`src/hw/rtl/epg_pkg.sv`:
```
package epg_pkg;

    localparam int COORD_WIDTH_DEF  = 10;
    localparam int RADIUS_WIDTH_DEF = 9;
    localparam int COLOR_WIDTH      = 16;

    localparam logic CMD_START   = 1'b0;
    localparam logic CMD_ADVANCE = 1'b1;

    // microprogram counter
    localparam int UPC_W = 4;

    localparam logic [UPC_W-1:0] UA_IDLE   = UPC_W'(0);
    localparam logic [UPC_W-1:0] UA_START  = UPC_W'(1);
    localparam logic [UPC_W-1:0] UA_ST_RY  = UPC_W'(2);
    localparam logic [UPC_W-1:0] UA_ST_IY  = UPC_W'(3);
    localparam logic [UPC_W-1:0] UA_ST_FIN = UPC_W'(4);
    localparam logic [UPC_W-1:0] UA_SWITCH = UPC_W'(5);
    localparam logic [UPC_W-1:0] UA_SW_YM  = UPC_W'(6);
    localparam logic [UPC_W-1:0] UA_SW_A   = UPC_W'(7);
    localparam logic [UPC_W-1:0] UA_SW_B   = UPC_W'(8);
    localparam logic [UPC_W-1:0] UA_SW_C   = UPC_W'(9);
    localparam logic [UPC_W-1:0] UA_SW_FIN = UPC_W'(10);
    localparam logic [UPC_W-1:0] UA_EMIT   = UPC_W'(11);

    // multiplier operand selects
    typedef enum logic [2:0] {
        OPND_ZERO,
        OPND_RX,
        OPND_RY,
        OPND_RX2,
        OPND_RY2,
        OPND_TX,
        OPND_YM,
        OPND_TMP
    } opnd_t;

    // where the registered product goes
    typedef enum logic [2:0] {
        DST_NONE,
        DST_RX2,
        DST_RY2,
        DST_TMP,
        DST_INIT,
        DST_DEC_LOAD,
        DST_DEC_ADD4,
        DST_DEC_SUB4
    } dst_t;

    // sequencing of the next step
    typedef enum logic [1:0] {
        NX_NEXT,
        NX_JUMP,
        NX_WAIT,
        NX_DISPATCH
    } next_t;

    typedef struct packed {
        opnd_t             a_sel;
        opnd_t             b_sel;
        dst_t              dst;
        logic              set_r2;
        logic              emit;
        next_t             nxt;
        logic [UPC_W-1:0]  target;
    } ctrl_t;

    typedef struct packed {
        logic active;
        logic switch_due;
    } dp_stat_t;

    // control store
    function automatic ctrl_t ucode_rom(input logic [UPC_W-1:0] addr);
        ctrl_t w;
        w = '{a_sel: OPND_ZERO, b_sel: OPND_ZERO, dst: DST_NONE, set_r2: 1'b0,
              emit: 1'b0, nxt: NX_JUMP, target: UA_IDLE};
        case (addr)
            UA_IDLE:
            begin
                w.nxt = NX_DISPATCH;
            end
            UA_START:
            begin
                w.a_sel = OPND_RX;
                w.b_sel = OPND_RX;
                w.nxt   = NX_NEXT;
            end
            UA_ST_RY:
            begin
                w.a_sel = OPND_RY;
                w.b_sel = OPND_RY;
                w.dst   = DST_RX2;
                w.nxt   = NX_NEXT;
            end
            UA_ST_IY:
            begin
                w.a_sel = OPND_RX2;
                w.b_sel = OPND_RY;
                w.dst   = DST_RY2;
                w.nxt   = NX_NEXT;
            end
            UA_ST_FIN:
            begin
                w.dst = DST_INIT;
            end
            UA_SWITCH:
            begin
                w.a_sel = OPND_TX;
                w.b_sel = OPND_TX;
                w.nxt   = NX_NEXT;
            end
            UA_SW_YM:
            begin
                w.a_sel = OPND_YM;
                w.b_sel = OPND_YM;
                w.dst   = DST_TMP;
                w.nxt   = NX_NEXT;
            end
            UA_SW_A:
            begin
                w.a_sel = OPND_RY2;
                w.b_sel = OPND_TMP;
                w.dst   = DST_TMP;
                w.nxt   = NX_NEXT;
            end
            UA_SW_B:
            begin
                w.a_sel = OPND_RX2;
                w.b_sel = OPND_TMP;
                w.dst   = DST_DEC_LOAD;
                w.nxt   = NX_NEXT;
            end
            UA_SW_C:
            begin
                w.a_sel = OPND_RX2;
                w.b_sel = OPND_RY2;
                w.dst   = DST_DEC_ADD4;
                w.nxt   = NX_NEXT;
            end
            UA_SW_FIN:
            begin
                w.dst    = DST_DEC_SUB4;
                w.set_r2 = 1'b1;
                w.nxt    = NX_NEXT;
            end
            UA_EMIT:
            begin
                w.emit = 1'b1;
                w.nxt  = NX_WAIT;
            end
            default:
            begin
                w.nxt = NX_JUMP;
            end
        endcase
        return w;
    endfunction

endpackage

```
`src/hw/rtl/epg_dp.sv`:
```
module epg_dp #(
    parameter int COORD_WIDTH  = epg_pkg::COORD_WIDTH_DEF,
    parameter int RADIUS_WIDTH = epg_pkg::RADIUS_WIDTH_DEF
) (
    input  logic                                clk,
    input  logic                                rst_n,
    input  epg_pkg::ctrl_t                      ctrl,
    input  logic                                load,
    input  logic                                fire,
    input  logic [COORD_WIDTH-1:0]              center_col,
    input  logic [COORD_WIDTH-1:0]              center_row,
    input  logic [RADIUS_WIDTH-1:0]             radius_x,
    input  logic [RADIUS_WIDTH-1:0]             radius_y,
    input  logic [epg_pkg::COLOR_WIDTH-1:0]     color,
    output epg_pkg::dp_stat_t                   stat,
    output logic signed [COORD_WIDTH+1:0]       pt_col_plus,
    output logic signed [COORD_WIDTH+1:0]       pt_col_minus,
    output logic signed [COORD_WIDTH+1:0]       pt_row_plus,
    output logic signed [COORD_WIDTH+1:0]       pt_row_minus,
    output logic [epg_pkg::COLOR_WIDTH-1:0]     pt_color,
    output logic                                pt_last
);

    localparam int RW     = RADIUS_WIDTH;
    localparam int X_W    = RW + 1;
    localparam int SQ_W   = 2 * RW;
    localparam int MUL_W  = 2 * RW + 4;
    localparam int PROD_W = 2 * MUL_W;
    localparam int INC_W  = 3 * RW + 3;
    localparam int DEC_W  = PROD_W;
    localparam int OUT_W  = COORD_WIDTH + 2;

    logic                             active_reg, active_next;
    logic                             r2_reg, r2_next;

    logic [COORD_WIDTH-1:0]           cx_reg, cy_reg;
    logic [epg_pkg::COLOR_WIDTH-1:0]  color_reg;
    logic [RW-1:0]                    rx_reg, ry_reg;
    logic [X_W-1:0]                   x_reg, x_next;
    logic [RW-1:0]                    y_reg, y_next;
    logic [SQ_W-1:0]                  rx2_reg, rx2_next;
    logic [SQ_W-1:0]                  ry2_reg, ry2_next;
    logic [INC_W-1:0]                 incx_reg, incx_next;
    logic [INC_W-1:0]                 incy_reg, incy_next;
    logic signed [DEC_W-1:0]          dec_reg, dec_next;
    logic [MUL_W-1:0]                 tmp_reg, tmp_next;
    logic [PROD_W-1:0]                prod_reg, prod_next;

    logic [MUL_W-1:0]                 opa, opb;
    logic [RW-1:0]                    ym_abs;
    logic [INC_W-1:0]                 ix_step, iy_step;
    logic signed [DEC_W-1:0]          ix_s, iy_s, rx2_s, ry2_s, prod_s;
    logic signed [DEC_W-1:0]          delta;
    logic                             dec_neg, dec_pos, x_inc, y_dec, is_last;

    function automatic logic [MUL_W-1:0] pick(
        input epg_pkg::opnd_t sel,
        input logic [RW-1:0]   rx,
        input logic [RW-1:0]   ry,
        input logic [SQ_W-1:0] rx2,
        input logic [SQ_W-1:0] ry2,
        input logic [X_W-1:0]  x,
        input logic [RW-1:0]   ym,
        input logic [MUL_W-1:0] tmp
    );
        logic [MUL_W-1:0] v;
        case (sel)
            epg_pkg::OPND_RX:  v = MUL_W'(rx);
            epg_pkg::OPND_RY:  v = MUL_W'(ry);
            epg_pkg::OPND_RX2: v = MUL_W'(rx2);
            epg_pkg::OPND_RY2: v = MUL_W'(ry2);
            epg_pkg::OPND_TX:  v = MUL_W'({x, 1'b1});
            epg_pkg::OPND_YM:  v = MUL_W'(ym);
            epg_pkg::OPND_TMP: v = tmp;
            default:           v = '0;
        endcase
        return v;
    endfunction

    // |y - 1|; squared it equals (y - 1)^2, also at y zero
    assign ym_abs = (y_reg == '0) ? RW'(1) : (y_reg - RW'(1));

    assign opa       = pick(ctrl.a_sel, rx_reg, ry_reg, rx2_reg, ry2_reg, x_reg, ym_abs, tmp_reg);
    assign opb       = pick(ctrl.b_sel, rx_reg, ry_reg, rx2_reg, ry2_reg, x_reg, ym_abs, tmp_reg);
    assign prod_next = opa * opb;

    assign ix_step = incx_reg + INC_W'({ry2_reg, 1'b0});
    assign iy_step = incy_reg - INC_W'({rx2_reg, 1'b0});
    assign ix_s    = DEC_W'(ix_step);
    assign iy_s    = DEC_W'(iy_step);
    assign rx2_s   = DEC_W'(rx2_reg);
    assign ry2_s   = DEC_W'(ry2_reg);
    assign prod_s  = $signed(prod_reg);

    assign dec_neg = dec_reg[DEC_W-1];
    assign dec_pos = !dec_neg && (dec_reg != '0);
    assign x_inc   = r2_reg ? !dec_pos : 1'b1;
    assign y_dec   = r2_reg ? 1'b1 : !dec_neg;
    assign delta   = (x_inc ? ix_s : DEC_W'(0)) - (y_dec ? iy_s : DEC_W'(0))
                   + (r2_reg ? rx2_s : ry2_s);
    assign is_last = r2_reg && (y_reg == '0);

    always_comb
    begin
        active_next = active_reg;
        r2_next     = r2_reg;
        x_next      = x_reg;
        y_next      = y_reg;
        rx2_next    = rx2_reg;
        ry2_next    = ry2_reg;
        incx_next   = incx_reg;
        incy_next   = incy_reg;
        dec_next    = dec_reg;
        tmp_next    = tmp_reg;

        case (ctrl.dst)
            epg_pkg::DST_RX2:      rx2_next = SQ_W'(prod_reg);
            epg_pkg::DST_RY2:      ry2_next = SQ_W'(prod_reg);
            epg_pkg::DST_TMP:      tmp_next = MUL_W'(prod_reg);
            epg_pkg::DST_DEC_LOAD: dec_next = prod_s;
            epg_pkg::DST_DEC_ADD4: dec_next = dec_reg + (prod_s <<< 2);
            epg_pkg::DST_DEC_SUB4: dec_next = dec_reg - (prod_s <<< 2);
            epg_pkg::DST_INIT:
            begin
                x_next      = '0;
                y_next      = ry_reg;
                incx_next   = '0;
                incy_next   = INC_W'(prod_reg << 1);
                dec_next    = (ry2_s <<< 2) + rx2_s - (prod_s <<< 2);
                r2_next     = 1'b0;
                active_next = 1'b1;
            end
            default:
            begin
            end
        endcase

        if (ctrl.set_r2)
        begin
            r2_next = 1'b1;
        end

        // one midpoint step after the point set goes out
        if (fire)
        begin
            if (is_last)
            begin
                active_next = 1'b0;
            end
            else
            begin
                dec_next = dec_reg + (delta <<< 2);
                if (x_inc)
                begin
                    x_next    = x_reg + X_W'(1);
                    incx_next = ix_step;
                end
                if (y_dec)
                begin
                    y_next    = y_reg - RW'(1);
                    incy_next = iy_step;
                end
            end
        end
    end

    always_ff @(posedge clk or negedge rst_n)
    begin
        if (!rst_n)
        begin
            active_reg <= 1'b0;
            r2_reg     <= 1'b0;
        end
        else
        begin
            active_reg <= active_next;
            r2_reg     <= r2_next;
        end
    end

    always_ff @(posedge clk)
    begin
        if (load)
        begin
            cx_reg    <= center_col;
            cy_reg    <= center_row;
            color_reg <= color;
            rx_reg    <= radius_x;
            ry_reg    <= radius_y;
        end
        x_reg    <= x_next;
        y_reg    <= y_next;
        rx2_reg  <= rx2_next;
        ry2_reg  <= ry2_next;
        incx_reg <= incx_next;
        incy_reg <= incy_next;
        dec_reg  <= dec_next;
        tmp_reg  <= tmp_next;
        prod_reg <= prod_next;
    end

    assign stat.active     = active_reg;
    assign stat.switch_due = !r2_reg && !(incx_reg < incy_reg);

    assign pt_col_plus  = OUT_W'(cx_reg) + OUT_W'(x_reg);
    assign pt_col_minus = OUT_W'(cx_reg) - OUT_W'(x_reg);
    assign pt_row_plus  = OUT_W'(cy_reg) + OUT_W'(y_reg);
    assign pt_row_minus = OUT_W'(cy_reg) - OUT_W'(y_reg);
    assign pt_color     = color_reg;
    assign pt_last      = is_last;

endmodule

```
`src/hw/rtl/ellipse_point_generator.sv`:
```
// channel  | handshake            | payload
// ---------+----------------------+------------------------------------------------------
// input    | in_valid / in_ready  | cmd, center_col, center_row, radius_x, radius_y, color
// output   | out_valid / out_ready| col_plus, col_minus, row_plus, row_minus,
//          |                      | point_color, last
//
// an advance is accepted by the idle word, then the emit step outputs and steps
// the advance that leaves region one first runs six microcode steps that form
// the region-two decision on the shared multiplier before the emit step
// a start runs three squares/products on the multiplier, then init;
// an advance with no ellipse active gives nothing
// reset clears the microprogram counter, the walk's active flag and the output
// valid flag; a stalled output holds only the emit step, new inputs wait behind it

module ellipse_point_generator #(
    parameter int COORD_WIDTH  = epg_pkg::COORD_WIDTH_DEF,
    parameter int RADIUS_WIDTH = epg_pkg::RADIUS_WIDTH_DEF
) (
    input  logic                                clk,
    input  logic                                rst_n,

    input  logic                                in_valid,
    output logic                                in_ready,
    input  logic                                cmd,
    input  logic [COORD_WIDTH-1:0]              center_col,
    input  logic [COORD_WIDTH-1:0]              center_row,
    input  logic [RADIUS_WIDTH-1:0]             radius_x,
    input  logic [RADIUS_WIDTH-1:0]             radius_y,
    input  logic [epg_pkg::COLOR_WIDTH-1:0]     color,

    output logic                                out_valid,
    input  logic                                out_ready,
    output logic signed [COORD_WIDTH+1:0]       col_plus,
    output logic signed [COORD_WIDTH+1:0]       col_minus,
    output logic signed [COORD_WIDTH+1:0]       row_plus,
    output logic signed [COORD_WIDTH+1:0]       row_minus,
    output logic [epg_pkg::COLOR_WIDTH-1:0]     point_color,
    output logic                                last
);

    localparam int OUT_W = COORD_WIDTH + 2;

    // microprogram counter and the control word it selects
    logic [epg_pkg::UPC_W-1:0]        upc_reg, upc_next;
    epg_pkg::ctrl_t                   cw;
    epg_pkg::dp_stat_t                stat;

    logic                             in_fire;
    logic                             slot_free;
    logic                             emit_fire;
    logic                             load;

    // point set from the datapath, before the step
    logic signed [OUT_W-1:0]          pt_col_plus, pt_col_minus;
    logic signed [OUT_W-1:0]          pt_row_plus, pt_row_minus;
    logic [epg_pkg::COLOR_WIDTH-1:0]  pt_color;
    logic                             pt_last;

    // output register
    logic                             out_valid_reg, out_valid_next;
    logic signed [OUT_W-1:0]          col_plus_reg, col_minus_reg;
    logic signed [OUT_W-1:0]          row_plus_reg, row_minus_reg;
    logic [epg_pkg::COLOR_WIDTH-1:0]  color_reg;
    logic                             last_reg;

    assign cw = epg_pkg::ucode_rom(upc_reg);

    // input transactions are taken only by the idle word
    assign in_ready  = (cw.nxt == epg_pkg::NX_DISPATCH);
    assign in_fire   = in_valid && in_ready;
    assign load      = in_fire && (cmd == epg_pkg::CMD_START);

    // emit step proceeds when the output register is empty or draining
    assign slot_free = !out_valid_reg || out_ready;
    assign emit_fire = cw.emit && slot_free;

    // sequencer: dispatch picks the program for the accepted transaction
    always_comb
    begin
        upc_next = upc_reg;
        case (cw.nxt)
            epg_pkg::NX_NEXT:
            begin
                upc_next = upc_reg + epg_pkg::UPC_W'(1);
            end
            epg_pkg::NX_JUMP:
            begin
                upc_next = cw.target;
            end
            epg_pkg::NX_WAIT:
            begin
                if (emit_fire)
                begin
                    upc_next = cw.target;
                end
            end
            epg_pkg::NX_DISPATCH:
            begin
                if (in_fire)
                begin
                    if (cmd == epg_pkg::CMD_START)
                    begin
                        upc_next = epg_pkg::UA_START;
                    end
                    else if (!stat.active)
                    begin
                        upc_next = epg_pkg::UA_IDLE;      // advance with nothing to walk
                    end
                    else if (stat.switch_due)
                    begin
                        upc_next = epg_pkg::UA_SWITCH;    // form the region-two decision
                    end
                    else
                    begin
                        upc_next = epg_pkg::UA_EMIT;
                    end
                end
            end
            default:
            begin
                upc_next = epg_pkg::UA_IDLE;
            end
        endcase
    end

    always_comb
    begin
        out_valid_next = out_valid_reg;
        if (out_valid_reg && out_ready)
        begin
            out_valid_next = 1'b0;
        end
        if (emit_fire)
        begin
            out_valid_next = 1'b1;
        end
    end

    always_ff @(posedge clk or negedge rst_n)
    begin
        if (!rst_n)
        begin
            upc_reg       <= epg_pkg::UA_IDLE;
            out_valid_reg <= 1'b0;
        end
        else
        begin
            upc_reg       <= upc_next;
            out_valid_reg <= out_valid_next;
        end
    end

    // payload of the output transaction, captured on the emit step
    always_ff @(posedge clk)
    begin
        if (emit_fire)
        begin
            col_plus_reg  <= pt_col_plus;
            col_minus_reg <= pt_col_minus;
            row_plus_reg  <= pt_row_plus;
            row_minus_reg <= pt_row_minus;
            color_reg     <= pt_color;
            last_reg      <= pt_last;
        end
    end

    epg_dp #(
        .COORD_WIDTH  (COORD_WIDTH),
        .RADIUS_WIDTH (RADIUS_WIDTH)
    ) u_dp (
        .clk          (clk),
        .rst_n        (rst_n),
        .ctrl         (cw),
        .load         (load),
        .fire         (emit_fire),
        .center_col   (center_col),
        .center_row   (center_row),
        .radius_x     (radius_x),
        .radius_y     (radius_y),
        .color        (color),
        .stat         (stat),
        .pt_col_plus  (pt_col_plus),
        .pt_col_minus (pt_col_minus),
        .pt_row_plus  (pt_row_plus),
        .pt_row_minus (pt_row_minus),
        .pt_color     (pt_color),
        .pt_last      (pt_last)
    );

    assign out_valid   = out_valid_reg;
    assign col_plus    = col_plus_reg;
    assign col_minus   = col_minus_reg;
    assign row_plus    = row_plus_reg;
    assign row_minus   = row_minus_reg;
    assign point_color = color_reg;
    assign last        = last_reg;

endmodule

```
`config.mk`:
```
export PLATFORM = sky130hd
export DESIGN_NAME = ellipse_point_generator
export DESIGN_NICKNAME = d
export VERILOG_FILES = /design/src/hw/rtl/epg_pkg.sv /design/src/hw/rtl/epg_dp.sv /design/src/hw/rtl/ellipse_point_generator.sv
export SDC_FILE = /design/constraint.sdc
export NUM_CORES = 2
export LEC_CHECK = 0
export BUFFER_PORTS_ARGS = -buffer_cell sky130_fd_sc_hd__buf_2
export CORE_MARGIN = 5
export CORE_UTILIZATION = 35
export CTS_CLUSTER_DIAMETER = 100
export DETAILED_ROUTE_END_ITERATION = 12
export GPL_TIMING_DRIVEN = 0
export PLACE_DENSITY = 0.47
export SLEW_MARGIN = 20
export SYNTH_ARGS = -nofsm -noshare
export SYNTH_HDL_FRONTEND = slang
export SYNTH_SLANG_ARGS = --single-unit
export TNS_END_PERCENT = 100
```
`constraint.sdc`:
```
create_clock -name clk -period 11.9 [get_ports clk]
set_clock_uncertainty 0.05 [all_clocks]
set_input_delay 2.38 -clock clk [delete_from_list [all_inputs] [get_ports clk]]
set_output_delay 2.38 -clock clk [all_outputs]
set_load 0.01 [all_outputs]
```
==> flow_metrics.env <==
export IMPL_status="completed"
export IMPL_crit_slowest_cell="o21ai_1"
export IMPL_nets=6192
export IMPL_synth_seq_cells=345
export IMPL_synth_compound_area_frac=0.174
export IMPL_antenna_left=0
export IMPL_post_cts_resized=0
export IMPL_post_route_period_util=0.955
export IMPL_synth_adder_area_share=0.328
export IMPL_hold_depth=0
export IMPL_synth_simple_area_share=0.160
export IMPL_via_per_inst=5.47
export IMPL_die_h_um=361
export IMPL_numPortBuffers=123
export IMPL_io_pins=126
export IMPL_initial_core_util=0.353
export IMPL_synth_top_cell_by_area="fa_1"
export IMPL_cpMostUsedCell="fa_1"
export IMPL_postLayoutCoreUtil=0.391
export IMPL_worst_r2r_setup_slack_ps=540
export IMPL_drtIter0Drc=3534
export IMPL_holdCritPathClass="flop to flop"
export IMPL_syn_instance_count=5062
export IMPL_fin_crit_ps=11360
export IMPL_crit_path_max_fanout=10
export IMPL_fmax_mhz=88.0
export IMPL_die_area_mm2=0.131
export IMPL_coreArea_mm2=0.122
export IMPL_rsz0062_at_grt="no"
export IMPL_wl_per_cell_um=24.5
export IMPL_cts_setup_buffers=0
export IMPL_crit_path_start_kind="flop"
export IMPL_grt_pass1_wl_mm=251
export IMPL_dp_cells=6832
export IMPL_hold_start="u_dp.pt_color[9]"
export IMPL_whs_endpoint="point_color[9]"
export IMPL_register_area_mm2=0.00869
export IMPL_r2r_cells=29
export IMPL_grt_ovfl_total=0
export IMPL_yosysSeqAreaShare=0.201
export IMPL_first_pass_iters=9
export IMPL_yosys_warnings=0
export IMPL_synth_top_area_frac=0.197
export IMPL_setup_viol=0
export IMPL_fill_cells=12600
export IMPL_cts_root_buffer_cell="clkbuf_16"
export IMPL_synth_xor_area_frac=0.0527
export IMPL_clock_latency_ps=640
export IMPL_slew_headroom=0.150
export IMPL_fin_cells=6920
export IMPL_r2r_end="u_dp.prod_reg[42]"
export IMPL_cts_sinks=345
export IMPL_crit_type="flop to flop"
export IMPL_cts_hold_buf=0
export IMPL_worstMarginPinSlew_ps=1270
export IMPL_grt_start_max_net_pins=34
export IMPL_muxShareOfSynthArea=0.00892
export IMPL_synth_top_family_by_area="adder cells"
export IMPL_synth_area_leaders="fa_1, ha_1, edfxtp_1, dfxtp_1, inv_1"
export IMPL_drive_gt1_frac=0.0608
export IMPL_cts_made_buffers=47
export IMPL_gp_congestion=0.932
export IMPL_num_rows=128
export IMPL_drv_slew=0
export IMPL_ys_types=94
export IMPL_maxCapViolations=0
export IMPL_hold_viol=0
export IMPL_routed_wl_mm=169
export IMPL_dp_hpwl_mm=138
export IMPL_r2r_start="upc_reg[1]"
export IMPL_die_w_um=361
export IMPL_cts_buffer_depth=3
export IMPL_synthArstFlopShare=0.0203
export IMPL_htreeDepth=2
export IMPL_clk_pin_slew_worst_paths_ps=60
export IMPL_grt_use_total=0.255
export IMPL_grt_pass1_vias=37500
export IMPL_num_antenna_cells=0
export IMPL_drcViolationCount=0
export IMPL_end_kind="flop"
export IMPL_cts_tree="yes"
export IMPL_required_ps=12420
export IMPL_synth_edf_count=175
export IMPL_avgSynthCellArea_um2=8.53
export IMPL_critPathMaxStageDelay_ps=760
export IMPL_cp_data_arrival_time_ps=11880
export IMPL_syn2layout_area_growth_pct=10.6
export IMPL_multi_input_area_mm2=0.0314
export IMPL_synth_flop_cell="edfxtp_1"
export IMPL_setup_tns_final_ps=0
export IMPL_synth_area_mm2=0.0432
export IMPL_antenna_found_initial=5
export IMPL_via_count=37900
-- cells in the final DEF, fill, tap and decap left out, types with 18 or more instances in the layout --
cell,instances
inv_1,648
nand2_1,628
ha_1,451
fa_1,426
nor2_1,406
a21oi_1,300
o21ai_0,202
clkbuf_1,191
edfxtp_1,175
dfxtp_1,163
xnor2_1,159
a21o_1,133
buf_2,129
xor2_1,101
nand3_1,81
and2_1,79
nor3_1,65
o21bai_1,56
and3_1,48
clkbuf_16,47
a31oi_1,46
nand4_1,43
o21ai_1,40
nor2b_1,39
nand2b_1,39
o21a_1,36
a211oi_1,35
a22oi_1,33
o211ai_1,30
mux2_2,28
o22ai_1,28
or3_1,25
nor4_1,22
buf_4,20
a221oi_1,19
a222oi_1,18
-- through the flow --
stage | setup slack, ps | hold WS [ps] | area (um^2)
after floorplan | 3460 | 350 | 43200
after global placement | 463 | 351 | 45800
after detailed placement | 854 | 356 | 46200
after CTS | 807 | 353 | 47800
after global routing | 51.1 | 363 | 47800
final | 536 | 359 | 47800
-- worst max path at each step --
stage / depth (start not counted) / slack, ps / to / startpoint
CTS: 29 / 810 / u_dp.prod_reg[42] / upc_reg[1]
global route: 33 / 50 / u_dp.prod_reg[42] / upc_reg[1]
finish: 29 / 540 / u_dp.prod_reg[42] / upc_reg[1]
floorplan: 34 / 3460 / u_dp.prod_reg[42] / upc_reg[1]
detailed placement: 29 / 850 / u_dp.prod_reg[42] / upc_reg[1]
global placement: 29 / 460 / u_dp.prod_reg[42] / upc_reg[1]
-- synthesized netlist by cell type (12+ instances only) --
library cell	n
a31oi_1	50
nor3_1	67
inv_1	648
dfxtp_1	163
and3_1	49
mux2_2	28
o21a_1	36
xor2_1	101
ha_1	451
nand4_1	43
xnor2_1	159
a211oi_1	39
o221ai_1	12
a222oi_1	18
fa_1	426
edfxtp_1	175
nand2b_1	39
or3_1	25
o31ai_1	17
a211o_1	13
nor2b_1	39
a221oi_1	24
nor2_1	411
clkbuf_1	184
nand3_1	81
o21ai_1	40
o22ai_1	29
a221o_1	14
nor4_1	22
nand2_1	628
a21o_1	133
a21oi_1	300
o21ai_0	202
o21bai_1	56
a22oi_1	33
o211ai_1	30
and2_1	79
-- layer usage --
metal  vias up  routed length, um  GRT usage
met5         -                 13          0
met4         2               5890     0.0774
met3       238              13300     0.0475
met2      1443              74500      0.402
met1     18600              75600      0.357
li1      17600                  -          -
-- cell families after synthesis --
family | count (synthesis)
AOI/OAI and AO/OA | 1152
other | 1
DFF | 345
muxes | 35
buffers and inverters | 856
adders and majority gates | 877
and+or+nand+nor | 1536
xor gates and xnor gates | 260
-- critical path, delay by kind of cell, from the launching register on --
| family | cells | cell delay, ps |
|---|---|---|
| adders and majority gates | 9 | 4310 |
| AOI/OAI and AO/OA | 9 | 3100 |
| buffers and inverters | 6 | 2460 |
| and+or+nand+nor | 4 | 770 |
| DFF | 1 | 410 |
| xor gates and xnor gates | 1 | 160 |
-- area by class of cell --
class | count | area share
clock buffer | 58 | 0.0263
timing repair buffer | 144 | 0.0169
clock inverter | 30 | 0.00718
buffer | 204 | 0.0167
sequential | 345 | 0.182
multi-input combinational | 3862 | 0.657
tap | 1625 | 0.0426
inverter | 652 | 0.0512
Power is left out: the tool's default activity adds up to more than one toggle a clock period on the data nets, which glitch-free logic cannot reach.
